<file path="src/rtl/mtlt_pkg.sv">
package mtlt_pkg;

  // Fixed field widths
  localparam int unsigned TimeBitsDef = 32;
  localparam int unsigned MotionW     = 32;
  localparam int unsigned MsW         = 16;
  localparam int unsigned LayerW      = 5;
  localparam int unsigned DeltaW      = 16;
  localparam int unsigned ReqW        = 2;
  localparam int unsigned CfgIdxW     = 3;
  localparam int unsigned CfgDataW    = 16;

  // Request codes
  localparam logic [ReqW-1:0] REQ_MOTION = 2'd0;
  localparam logic [ReqW-1:0] REQ_TICK   = 2'd1;
  localparam logic [ReqW-1:0] REQ_FORCE  = 2'd2;

  // Configuration register indexes
  localparam logic [CfgIdxW-1:0] CFG_THRESHOLD  = 3'd0;
  localparam logic [CfgIdxW-1:0] CFG_GAP        = 3'd1;
  localparam logic [CfgIdxW-1:0] CFG_DELAY      = 3'd2;
  localparam logic [CfgIdxW-1:0] CFG_LAYER      = 3'd3;
  localparam logic [CfgIdxW-1:0] CFG_INACTIVITY = 3'd4;

  // Reset values of the configuration registers
  localparam logic [MsW-1:0]    THRESHOLD_RST  = 16'd128;
  localparam logic [MsW-1:0]    GAP_RST        = 16'd100;
  localparam logic [MsW-1:0]    DELAY_RST      = 16'd0;
  localparam logic [LayerW-1:0] LAYER_RST      = 5'd0;
  localparam logic [MsW-1:0]    INACTIVITY_RST = 16'd0;

  // Fallback windows when the movement gap is zero
  localparam logic [MsW-1:0] IDLE_DROP_MS     = 16'd8;
  localparam logic [MsW-1:0] BLOCK_RELEASE_MS = 16'd50;

  typedef struct packed {
    logic              layer_active;
    logic [LayerW-1:0] active_layer;
    logic              layer_on_pulse;
    logic              layer_off_pulse;
    logic [LayerW-1:0] off_layer;
    logic              reactivation_blocked;
  } result_t;

  function automatic logic [MotionW-1:0] sat_add(input logic [MotionW-1:0] a,
                                                 input logic [MotionW-1:0] b);
    logic [MotionW:0] sum;
    sum = {1'b0, a} + {1'b0, b};
    sat_add = sum[MotionW] ? {MotionW{1'b1}} : sum[MotionW-1:0];
  endfunction

endpackage

</file>
<file path="src/rtl/motion_threshold_layer_trigger.sv">
// A result item is registered when its input item is accepted, in the main slot or,
//   while that is stalled, in the skid slot. Throughput: one item per cycle while
//   the skid slot is empty; all state is updated by one pass of compare/add logic at
//   the input handshake; the two-entry buffer lets input go on through a stall.
// Reset: rst_ni clears all timing and layer state and loads the register defaults
//   (threshold 128, gap 100 ms, everything else zero); the result buffer empties.
module motion_threshold_layer_trigger #(
  parameter int unsigned TIME_BITS = mtlt_pkg::TimeBitsDef
) (
  input  logic                              clk_i,
  input  logic                              rst_ni,
  // configuration write channel
  input  logic                              cfg_valid_i,
  output logic                              cfg_ready_o,
  input  logic [mtlt_pkg::CfgIdxW-1:0]      cfg_index_i,
  input  logic [mtlt_pkg::CfgDataW-1:0]     cfg_data_i,
  // input item channel
  input  logic                              in_valid_i,
  output logic                              in_ready_o,
  input  logic [mtlt_pkg::ReqW-1:0]         req_type_i,
  input  logic signed [mtlt_pkg::DeltaW-1:0] move_delta_i,
  input  logic [mtlt_pkg::LayerW-1:0]       force_layer_i,
  // result item channel
  output logic                              out_valid_o,
  input  logic                              out_ready_i,
  output logic                              layer_active_o,
  output logic [mtlt_pkg::LayerW-1:0]       active_layer_o,
  output logic                              layer_on_pulse_o,
  output logic                              layer_off_pulse_o,
  output logic [mtlt_pkg::LayerW-1:0]       off_layer_o,
  output logic                              reactivation_blocked_o
);

  localparam int unsigned MotionW = mtlt_pkg::MotionW;
  localparam int unsigned MsW     = mtlt_pkg::MsW;
  localparam int unsigned LayerW  = mtlt_pkg::LayerW;
  localparam int unsigned DeltaW  = mtlt_pkg::DeltaW;

  // Configuration registers
  logic [MsW-1:0]    thr_q, gap_q, delay_q, inact_q;
  logic [LayerW-1:0] target_q;

  // Trigger state; a time stamp of zero reads as "none"
  logic [TIME_BITS-1:0] time_q, time_d;
  logic [MotionW-1:0]   pending_q, pending_d;
  logic [MotionW-1:0]   accum_q, accum_d;
  logic                 seen_q, seen_d;
  logic [TIME_BITS-1:0] seq_start_q, seq_start_d;
  logic [TIME_BITS-1:0] last_move_q, last_move_d;
  logic [TIME_BITS-1:0] block_move_q, block_move_d;
  logic                 block_q, block_d;
  logic                 active_q, active_d;
  logic [LayerW-1:0]    held_layer_q, held_layer_d;
  logic [MsW-1:0]       held_tmo_q, held_tmo_d;
  logic [TIME_BITS-1:0] last_act_q, last_act_d;

  // Result buffer: main slot plus skid slot
  mtlt_pkg::result_t out_q, skid_q, res;
  logic              out_valid_q, skid_valid_q;

  logic in_acc;

  assign cfg_ready_o = 1'b1;
  assign in_ready_o  = !skid_valid_q;
  assign in_acc      = in_valid_i && in_ready_o;

  always_ff @(posedge clk_i or negedge rst_ni) begin
    if (!rst_ni) begin
      thr_q    <= mtlt_pkg::THRESHOLD_RST;
      gap_q    <= mtlt_pkg::GAP_RST;
      delay_q  <= mtlt_pkg::DELAY_RST;
      target_q <= mtlt_pkg::LAYER_RST;
      inact_q  <= mtlt_pkg::INACTIVITY_RST;
    end else if (cfg_valid_i) begin
      unique case (cfg_index_i)
        mtlt_pkg::CFG_THRESHOLD:  thr_q    <= cfg_data_i;
        mtlt_pkg::CFG_GAP:        gap_q    <= cfg_data_i;
        mtlt_pkg::CFG_DELAY:      delay_q  <= cfg_data_i;
        mtlt_pkg::CFG_LAYER:      target_q <= cfg_data_i[LayerW-1:0];
        mtlt_pkg::CFG_INACTIVITY: inact_q  <= cfg_data_i;
        default: ;  // drop writes past the register list
      endcase
    end
  end

  // Next-state logic: one pass per item. A tick advances time, checks the inactivity
  // timeout, folds in motion, then evaluates block release, activation or a stale drop.
  always_comb begin
    logic [TIME_BITS-1:0] tm;
    logic [TIME_BITS-1:0] prev;
    logic [MotionW-1:0]   amount;
    logic [DeltaW:0]      mag;
    logic [MsW-1:0]       rel;
    logic [MsW-1:0]       idle_gap;
    logic                 moved;

    time_d       = time_q;
    pending_d    = pending_q;
    accum_d      = accum_q;
    seen_d       = seen_q;
    seq_start_d  = seq_start_q;
    last_move_d  = last_move_q;
    block_move_d = block_move_q;
    block_d      = block_q;
    active_d     = active_q;
    held_layer_d = held_layer_q;
    held_tmo_d   = held_tmo_q;
    last_act_d   = last_act_q;
    res          = '0;

    tm       = time_q + TIME_BITS'(1);
    prev     = last_move_q;
    amount   = pending_q;
    moved    = 1'b0;
    rel      = (gap_q != '0) ? gap_q : mtlt_pkg::BLOCK_RELEASE_MS;
    idle_gap = (gap_q != '0) ? gap_q : mtlt_pkg::IDLE_DROP_MS;
    // magnitude of the signed delta, up to 2^15
    mag      = move_delta_i[DeltaW-1]
               ? ({1'b1, {DeltaW{1'b0}}} - {1'b0, move_delta_i})
               : {1'b0, move_delta_i};

    case (req_type_i)
      mtlt_pkg::REQ_MOTION: begin
        if (move_delta_i != '0) begin
          last_act_d = time_q;
          seen_d     = 1'b1;
          if (!active_q) begin
            pending_d = mtlt_pkg::sat_add(pending_q, MotionW'(mag));
          end
        end
      end

      mtlt_pkg::REQ_TICK: begin
        time_d = tm;

        // inactivity timeout
        if (active_q && held_tmo_q != '0 && last_act_q != '0 &&
            (tm - last_act_q) >= TIME_BITS'(held_tmo_q)) begin
          active_d            = 1'b0;
          held_tmo_d          = '0;
          last_move_d         = '0;
          accum_d             = '0;
          seq_start_d         = '0;
          pending_d           = '0;
          last_act_d          = '0;
          res.layer_off_pulse = 1'b1;
          res.off_layer       = held_layer_q;
        end

        // fold collected motion into the sequence
        moved  = seen_d;
        seen_d = 1'b0;
        if (moved) begin
          amount      = pending_d;
          prev        = last_move_d;
          pending_d   = '0;
          last_move_d = tm;
          if (block_d) begin
            block_move_d = tm;
            accum_d      = '0;
            seq_start_d  = '0;
          end else if (!active_d) begin
            if (prev == '0 || (gap_q != '0 && (tm - prev) > TIME_BITS'(gap_q))) begin
              accum_d     = '0;
              seq_start_d = tm;
            end else if (seq_start_d == '0) begin
              seq_start_d = tm;
            end
            accum_d = mtlt_pkg::sat_add(accum_d, amount);
          end
        end

        if (block_d) begin
          // release the block once the pointer has stayed idle
          if (!moved && block_move_d != '0 && (tm - block_move_d) >= TIME_BITS'(rel)) begin
            block_d      = 1'b0;
            block_move_d = '0;
            last_move_d  = '0;
            accum_d      = '0;
            seq_start_d  = '0;
            pending_d    = '0;
          end
        end else if (!active_d && seq_start_d != '0) begin
          if (accum_d >= MotionW'(thr_q) &&
              (delay_q == '0 || (tm - seq_start_d) >= TIME_BITS'(delay_q))) begin
            accum_d            = '0;
            seq_start_d        = '0;
            held_tmo_d         = inact_q;
            held_layer_d       = target_q;
            active_d           = 1'b1;
            res.layer_on_pulse = 1'b1;
          end else if (!moved && last_move_d != '0 &&
                       (tm - last_move_d) >= TIME_BITS'(idle_gap)) begin
            // drop a stale sequence
            last_move_d = '0;
            accum_d     = '0;
            seq_start_d = '0;
            pending_d   = '0;
          end
        end
      end

      mtlt_pkg::REQ_FORCE: begin
        block_d             = 1'b1;
        active_d            = 1'b0;
        held_tmo_d          = '0;
        last_move_d         = '0;
        block_move_d        = time_q;
        accum_d             = '0;
        seq_start_d         = '0;
        pending_d           = '0;
        last_act_d          = '0;
        seen_d              = 1'b0;
        res.layer_off_pulse = 1'b1;
        res.off_layer       = force_layer_i;
      end

      default: ;  // unknown request: hold everything
    endcase

    res.layer_active         = active_d;
    res.active_layer         = active_d ? held_layer_d : '0;
    res.reactivation_blocked = block_d;
  end

  // State registers advance only on an accepted item
  always_ff @(posedge clk_i or negedge rst_ni) begin
    if (!rst_ni) begin
      time_q       <= '0;
      pending_q    <= '0;
      accum_q      <= '0;
      seen_q       <= 1'b0;
      seq_start_q  <= '0;
      last_move_q  <= '0;
      block_move_q <= '0;
      block_q      <= 1'b0;
      active_q     <= 1'b0;
      held_layer_q <= '0;
      held_tmo_q   <= '0;
      last_act_q   <= '0;
    end else if (in_acc) begin
      time_q       <= time_d;
      pending_q    <= pending_d;
      accum_q      <= accum_d;
      seen_q       <= seen_d;
      seq_start_q  <= seq_start_d;
      last_move_q  <= last_move_d;
      block_move_q <= block_move_d;
      block_q      <= block_d;
      active_q     <= active_d;
      held_layer_q <= held_layer_d;
      held_tmo_q   <= held_tmo_d;
      last_act_q   <= last_act_d;
    end
  end

  // Result buffer control: the skid slot catches an item when the main slot
  // is stalled, and input stops only while the skid slot is full.
  always_ff @(posedge clk_i or negedge rst_ni) begin
    if (!rst_ni) begin
      out_valid_q  <= 1'b0;
      skid_valid_q <= 1'b0;
    end else if (!out_valid_q || out_ready_i) begin
      if (skid_valid_q) begin
        out_valid_q  <= 1'b1;
        skid_valid_q <= 1'b0;
      end else begin
        out_valid_q <= in_acc;
      end
    end else if (in_acc) begin
      skid_valid_q <= 1'b1;
    end
  end

  always_ff @(posedge clk_i) begin
    if (!out_valid_q || out_ready_i) begin
      out_q <= skid_valid_q ? skid_q : res;
    end else if (in_acc) begin
      skid_q <= res;
    end
  end

  assign out_valid_o            = out_valid_q;
  assign layer_active_o         = out_q.layer_active;
  assign active_layer_o         = out_q.active_layer;
  assign layer_on_pulse_o       = out_q.layer_on_pulse;
  assign layer_off_pulse_o      = out_q.layer_off_pulse;
  assign off_layer_o            = out_q.off_layer;
  assign reactivation_blocked_o = out_q.reactivation_blocked;

  // An item never sits in the skid slot with the main slot empty
  assert property (@(posedge clk_i) disable iff (!rst_ni)
    skid_valid_q |-> out_valid_q)
    else $error("skid slot full while result slot empty");

  // A force-off block and an active layer exclude each other
  assert property (@(posedge clk_i) disable iff (!rst_ni)
    !(active_q && block_q))
    else $error("layer active while reactivation is blocked");

  // An on pulse leaves the layer active
  assert property (@(posedge clk_i) disable iff (!rst_ni)
    (in_acc && res.layer_on_pulse) |=> active_q)
    else $error("on pulse without active layer");

  // A force-off always blocks and deactivates
  assert property (@(posedge clk_i) disable iff (!rst_ni)
    (in_acc && req_type_i == mtlt_pkg::REQ_FORCE) |=> (block_q && !active_q))
    else $error("force-off did not block");

  // A stalled result stays in place
  assert property (@(posedge clk_i) disable iff (!rst_ni)
    (out_valid_q && !out_ready_i) |=> out_valid_q)
    else $error("stalled result dropped");

endmodule

</file>
<file path="config.mk">
export PLATFORM = sky130hd
export DESIGN_NAME = motion_threshold_layer_trigger
export DESIGN_NICKNAME = d
export VERILOG_FILES = /design/src/rtl/mtlt_pkg.sv /design/src/rtl/motion_threshold_layer_trigger.sv
export SDC_FILE = /design/constraint.sdc
export NUM_CORES = 2
export LEC_CHECK = 0
export ABC_AREA = 1
export BUFFER_PORTS_ARGS = -buffer_cell sky130_fd_sc_hd__clkbuf_2
export CAP_MARGIN = 30
export CORE_AREA = 2 2 249 251
export CTS_BUF_LIST = sky130_fd_sc_hd__clkbuf_8
export DETAILED_ROUTE_END_ITERATION = 8
export DIE_AREA = 0 0 251 253
export PLACE_DENSITY = 0.71
export REMOVE_ABC_BUFFERS = 1
export SKIP_LAST_GASP = 1
export SYNTH_ARGS = -nofsm -noshare
export SYNTH_HDL_FRONTEND = slang
export SYNTH_SLANG_ARGS = --single-unit
</file>
<file path="constraint.sdc">
create_clock -name clk_i -period 14.39 [get_ports clk_i]
set_clock_uncertainty 0.15 [all_clocks]
set_input_delay 0.7195 -clock clk_i [delete_from_list [all_inputs] [get_ports clk_i]]
set_output_delay 0.7195 -clock clk_i [all_outputs]
set_load 0.01 [all_outputs]
</file>
-- Word level (Yosys, flattened, before mapping)
Index checks and enable logic that the tools add are counted.
- register bits after elaboration: 347
- word-level logic and storage cells: 198
- add/subtract/negate cells: 9
- order comparisons: 6
- equality and inequality tests: 9
- mux-type cells: 96
- bitwise gates (word level): 1
- reductions and logical operators: 46
- operators with widths (kind ; number):
    two-way mux 32 bit ; 56
    one-hot mux 32 bit (2 select lines) ; 4
    one-hot mux 32 bit (3 select lines) ; 2
    greater-or-equal comparator 32 x 16 -> 1 bit ; 5
    subtractor 32 bit ; 5
    nonzero test 32 bit ; 4
    two-way mux 16 bit ; 6
    logical NOT 32 bit ; 2
    nonzero test 16 bit ; 3
    adder 32 x 17 -> 33 bit ; 1
    adder 32 x 32 -> 33 bit ; 1
    adder 32 x 1 -> 32 bit (second input constant) ; 1
    greater-than comparator 32 x 16 -> 1 bit ; 1
    one-hot mux 16 bit (2 select lines) ; 1
    two-way mux 5 bit ; 5
    two-way mux 17 bit ; 1
    subtractor 17 x 16 -> 17 bit (first input constant) ; 1
    logical NOT 16 bit ; 1
    AND reduction 2 bit ; 8
    two-way mux 1 bit ; 15
    two-way mux 14 bit ; 1
    one-hot mux 6 bit (2 select lines) ; 1
    logical AND 1 bit ; 11
    AND reduction 4 bit ; 2
    other kinds (17) ; 29

-- Longest topological paths before layout
- depth in word-level cells: 29
- depth in mapped cells: 107
- gate-level depth less buffers: 103

-- Worst setup path after synthesis
OpenSTA, ideal clock, no wires.
- kind: register to register
- start point: reg time_q[0]
- end point: reg out_q (netlist bit active_layer_o[2]) (data pin)
- data arrival time: 12.501 ns
- required time: 13.986 ns
- setup slack: 1.485 ns
- stages on the path, launching flop included: 100
- clock period less this slack: 12.905 ns
- path through: dfrtp_1 > ha_1 > nand2_1 > nor2_1 > nand2_1 > nor2_1 > inv_1 > nor2_1 > nand2_1 > nor3_1 > nand4_1 > nor2_1 > nand3_1 > or2_2 > nor2_1 > xor2_1 > inv_1 > ha_1 > [64 not listed] > a21oi_1 > o21ai_0 > a21oi_1 > nor2_1 > o2111ai_1 > o2111ai_1 > nor2_1 > nand2_1 > nor2_1 > nand3_1 > nand2_1 > inv_2 > nand4_1 > nand2_1 > nand2_1 > nand2_1 > nand3_1 > nand2_1
- cells in the longest elaborated chain, start to end: 29
- RTL lines (what ; RTL line ; text):
    start: declaration ; motion_threshold_layer_trigger.sv:44 ; logic [TIME_BITS-1:0] time_q, time_d;
    start signal: assignment ; motion_threshold_layer_trigger.sv:242 ; time_q <= time_d;
    adder 32 x 1 -> 32 bit * ; motion_threshold_layer_trigger.sv:111 ; tm = time_q + TIME_BITS'(1);
    subtractor 32 bit ; motion_threshold_layer_trigger.sv:138 ; (tm - last_act_q) >= TIME_BITS'(held_tmo_q)) begin
    greater-or-equal comparator 32 x 16 -> 1 bit ; motion_threshold_layer_trigger.sv:138 ;
    logical AND 1 bit ; motion_threshold_layer_trigger.sv:137 ; if (active_q && held_tmo_q != '0 && last_act_q != '0 &&
    two-way mux 32 bit ; motion_threshold_layer_trigger.sv:137 ;
    two-way mux 32 bit ; motion_threshold_layer_trigger.sv:122 ; case (req_type_i)
    subtractor 32 bit ; motion_threshold_layer_trigger.sv:163 ; if (prev == '0 || (gap_q != '0 && (tm - prev) > TIME_BITS'(gap_q))) begin
    greater-than comparator 32 x 16 -> 1 bit ; motion_threshold_layer_trigger.sv:163 ;
    [14 not listed] ; n/a ;
    logical AND 1 bit ; motion_threshold_layer_trigger.sv:184 ; if (accum_d >= MotionW'(thr_q) &&
    two-way mux 1 bit ; motion_threshold_layer_trigger.sv:184 ;
    two-way mux 1 bit ; motion_threshold_layer_trigger.sv:183 ; end else if (!active_d && seq_start_d != '0) begin
    two-way mux 1 bit * ; motion_threshold_layer_trigger.sv:173 ; if (block_d) begin
    one-hot mux 1 bit (2 select lines) * ; motion_threshold_layer_trigger.sv:122 ;
    via active_d ; motion_threshold_layer_trigger.sv:52 ; logic active_q, active_d;
    two-way mux 5 bit * ; motion_threshold_layer_trigger.sv:222 ; res.active_layer = active_d ? held_layer_d : '0;
    two-way mux 14 bit * ; motion_threshold_layer_trigger.sv:277 ; out_q <= skid_valid_q ? skid_q : res;
    end signal: assignment ; motion_threshold_layer_trigger.sv:277 ;
    end: declaration ; motion_threshold_layer_trigger.sv:58 ; mtlt_pkg::result_t out_q, skid_q, res;
The timed path passes the listed nets; every way through them passes the cells marked *. The select of a mux whose other input is x is not followed.
A chain may end at the register's enable or synchronous reset.

-- Final worst setup path
- start point: reg time_q[0]
- end point: reg out_q (netlist bit active_layer_o[3]) (data pin)
Same word-level chain as after synthesis.

==> metrics.txt <==
Post-Syn Instances=5051; DR WL/cell=18.4 µm; mean post-synth cell area=6.59 µm²; register area share after synthesis=26.5%; Final ANT Viol Nets=0; Final TNS setup=0 ns; CP max stage delay=0.40 ns; crit path max fanout=26; Setup-failing EPs final=0; Period minus WS final=13.32 ns; H-tree levels=3; fin area=0.0364 mm²; slowest CP cell=dfrtp_1; clk_lat worst skew=0.67 ns; DIE WIDTH=251 µm; placed inst area=0.0344 mm²; DRC errors left=0; arrival time worst endpoint=13.57 ns; HP Class=input port to flip-flop; GPL Wtd Cong=0.993; Inst Count DP=5800; CP Launch Type=flip-flop; first-pass GRT wire length=171 mm; CTS tree=yes; CTS clk-pin slew, worst paths=0.06 ns; period utilization=92.6%; CP required=14.64 ns; routed vias/inst=5.68; I/O pin cnt=64; Cell Count, Final, Fillers Out=5953; layout cell share with drive strength beyond 1=7.42%; Max-Cap Viols=0; Max rail drop VDD=0.133 mV; global-route usage over all layers=34.1%; synthesized flop and latch total=347; DR iter-0 viols=3486; vias in the first global route=31500; Layout area overhead=9.31%; most used cell, CP=nand2_1; Site Rows=91; status=finished clean; antenna violations before repair=1; overall power=6.92 mW; Max Slew Vio Count=0; routed vias=33800; CTS Buffer Depth=3; LEAKAGE=18.9 nW; Yosys cell types=59; Post-synth ARST share=91.9%; PortBufs=62; largest net degree at the start of global routing=157; DRT Wirelength=109 mm; core area=0.0610 mm²; final hold slack=0.156 ns; Die ar.=0.0635 mm²; Slew headroom=30.5%; nets=5465; Ys Warns=0; die height=253 µm; Initial Util=54.5%; clk root buf=clkbuf_8; Worst Max-Slew Pin Slew=1.04 ns; total gr overflow=0; most used flip-flop cell after synthesis=dfrtp_1; class of the most critical setup path=flip-flop to flip-flop; TritonCTS Buffers=70; CTS Sinks=347; Pre-Repair DR Iteration Count=5; HPWL after detailed placement=80.8 mm; Post-synth EDFFs=28; Final Hold Vio Count=0; crit end category=flip-flop; area of the mapped netlist=0.0333 mm²; pwr dens=190 mW/mm²; fmax=75.1 MHz; fillers=5911
[synth_stat cells, types with 4 or more instances]
| cell type | number | area (µm²) |
|---|---|---|
| nand2_2 | 7 | 43.8 |
| a31o_2 | 5 | 43.8 |
| buf_4 | 5 | 37.5 |
| a221oi_1 | 13 | 114 |
| buf_6 | 11 | 124 |
| fa_1 | 7 | 140 |
| a2bb2oi_1 | 26 | 228 |
| a31oi_1 | 16 | 100 |
| o22ai_1 | 6 | 37.5 |
| dfstp_2 | 4 | 105 |
| a21oi_1 | 342 | 1710 |
| clkbuf_1 | 113 | 424 |
| xnor2_1 | 63 | 552 |
| and2_1 | 8 | 50.1 |
| a21boi_0 | 18 | 135 |
| edfxtp_1 | 28 | 841 |
| inv_2 | 6 | 22.5 |
| a211oi_1 | 13 | 97.6 |
| dfrtp_1 | 315 | 7880 |
| o21bai_1 | 16 | 120 |
| or2_2 | 26 | 163 |
| nand3_1 | 279 | 1400 |
| o21ai_1 | 54 | 270 |
| buf_1 | 25 | 93.8 |
| o211ai_1 | 8 | 60.1 |
| nor3_1 | 56 | 280 |
| o31ai_1 | 35 | 263 |
| o41ai_1 | 18 | 158 |
| nand3b_1 | 9 | 67.6 |
| nor2_1 | 388 | 1460 |
| o21a_1 | 12 | 90.1 |
| inv_1 | 677 | 2540 |
| ha_1 | 306 | 3830 |
| a21o_1 | 15 | 113 |
| nand2_1 | 1402 | 5260 |
| nand4_1 | 88 | 551 |
| o21ai_0 | 386 | 1930 |
| xor2_1 | 124 | 1090 |
| nor4_1 | 27 | 169 |
| buf_2 | 27 | 135 |
| a21boi_1 | 32 | 240 |
[worst max-delay path, delay by kind of cell (launching register included)]
kind                       cells  cell delay [ns]
DFF                            1             0.40
AOI/OAI and AO/OA             20             3.29
xor gates and xnor gates       2             0.28
buffers and inverters          8             0.81
and+or+nand+nor               55             6.05
adders and majority gates      7             2.05
[cell usage in the layout, fill, tap and decap left out, types with 9 or more instances in the layout]
| cell | synthesis | layout |
|---|---|---|
| nand3b_1 | 9 | 9 |
| clkbuf_8 | 0 | 86 |
| or2_2 | 26 | 26 |
| nand4_1 | 88 | 88 |
| nor2_1 | 388 | 378 |
| buf_4 | 5 | 90 |
| edfxtp_1 | 28 | 28 |
| ha_1 | 306 | 304 |
| xnor2_1 | 63 | 63 |
| dfrtp_1 | 315 | 314 |
| xor2_1 | 124 | 123 |
| clkinv_2 | 0 | 10 |
| o21ai_0 | 386 | 385 |
| o21a_1 | 12 | 11 |
| o41ai_1 | 18 | 18 |
| nor4_1 | 27 | 25 |
| a221oi_1 | 13 | 13 |
| o21ai_1 | 54 | 52 |
| inv_2 | 6 | 9 |
| o21bai_1 | 16 | 16 |
| clkbuf_2 | 0 | 61 |
| o31ai_1 | 35 | 35 |
| a211oi_1 | 13 | 13 |
| a21o_1 | 15 | 15 |
| nand2_1 | 1402 | 1394 |
| a21boi_1 | 32 | 32 |
| a31oi_1 | 16 | 15 |
| nand2_2 | 7 | 13 |
| inv_1 | 677 | 692 |
| nand3_1 | 279 | 278 |
| a2bb2oi_1 | 26 | 26 |
| a21oi_1 | 342 | 336 |
| nor3_1 | 56 | 54 |
| a21boi_0 | 18 | 17 |
[state kept, by name, summed over array words and instances, names as in the netlist, 5 cells and up]
register,cells
accum_q,32
block_move_q,32
last_act_q,32
last_move_q,32
pending_q,32
seq_start_q,32
time_q,32
delay_q,16
gap_q,16
held_tmo_q,16
inact_q,16
thr_q,16
skid_q,14
active_layer_o,5
held_layer_q,5
off_layer_o,5
target_q,5
[cell type report]
cell class	count	area [µm²]	area share (%)
Tap cell	790	988	2.72
Inverter	685	2580	7.09
Multi-Input combinational cell	3839	21300	58.6
Timing Repair Buffer	162	1170	3.21
Sequential cell	347	8830	24.3
Clock inverter	43	295	0.812
Clock buffer	86	1180	3.25
Antenna cell	1	2.50	0.00688
[layer usage]
| layer | share of wire, % | GRT usage, % | up-vias |
|---|---|---|---|
| met1 | 42 | 44.3 | 15600 |
| met5 | 0 | 0 | - |
| met2 | 44 | 54.8 | 1270 |
| met4 | 6.1 | 19.4 | 0 |
| li1 | - | - | 16700 |
| met3 | 7.1 | 4.36 | 269 |
[logic make-up (layout without fill, tap and decap cells)]
| logic type | count (synthesis) | in the layout | synth area share (%) |
|---|---|---|---|
| DFF | 347 | 347 | 26.5 |
| adders and majority gates | 313 | 313 | 11.9 |
| buffers and inverters | 866 | 976 | 10.2 |
| AOI/OAI and AO/OA | 1029 | 1029 | 17.5 |
| and+or+nand+nor | 2307 | 2308 | 28.9 |
| other | 2 | 3 | 0.0226 |
| xor gates and xnor gates | 187 | 187 | 4.92 |
[metrics by stage]
step | util [%] | setup WS [ns]
after floorplan | - | -0.904
after global placement | 56.4 | 0.475
after detailed placement | 56.4 | 0.166
after CTS | 58.8 | 0.137
after global routing | 59.6 | -0.0724
final | 59.6 | 1.07
[power breakdown]
group          leakage (nW)  total [mW]  internal [mW]  switching [mW]
logic                  13.7        4.51           1.67            2.84
clock network         0.831        1.09          0.600           0.490
registers              4.41        1.32           1.18           0.137
total                  18.9        6.92           3.45            3.47
[timing repair]
action | 4_1_cts | 5_1_grt
hold endpoints to repair | 2 | 0
setup endpoints to repair | 0 | 164
buffers inserted | 0 | 19
resized for setup | 0 | 63
hold buffers | 1 | 0
[final timing paths]
path,cells after the start,end,start,slack [ns]
min in group asynchronous,2,pending_q[5]$_DFFE_PN0P_,rst_ni,0.57
hold reg to reg,2,accum_q[22]$_DFFE_PN0P_,accum_q[22]$_DFFE_PN0P_,0.33
hold / removal,3,out_valid_o$_DFFE_PN0N_,in_valid_i,0.16
setup reg to reg,92,active_layer_o[3]$_DFFE_PN_,time_q[0]$_DFFE_PN0P_,1.07
max in group asynchronous,4,last_act_q[26]$_DFFE_PN0P_,rst_ni,11.39
setup / recovery,92,active_layer_o[3]$_DFFE_PN_,time_q[0]$_DFFE_PN0P_,1.07
(Power assumes the default switching activity.)
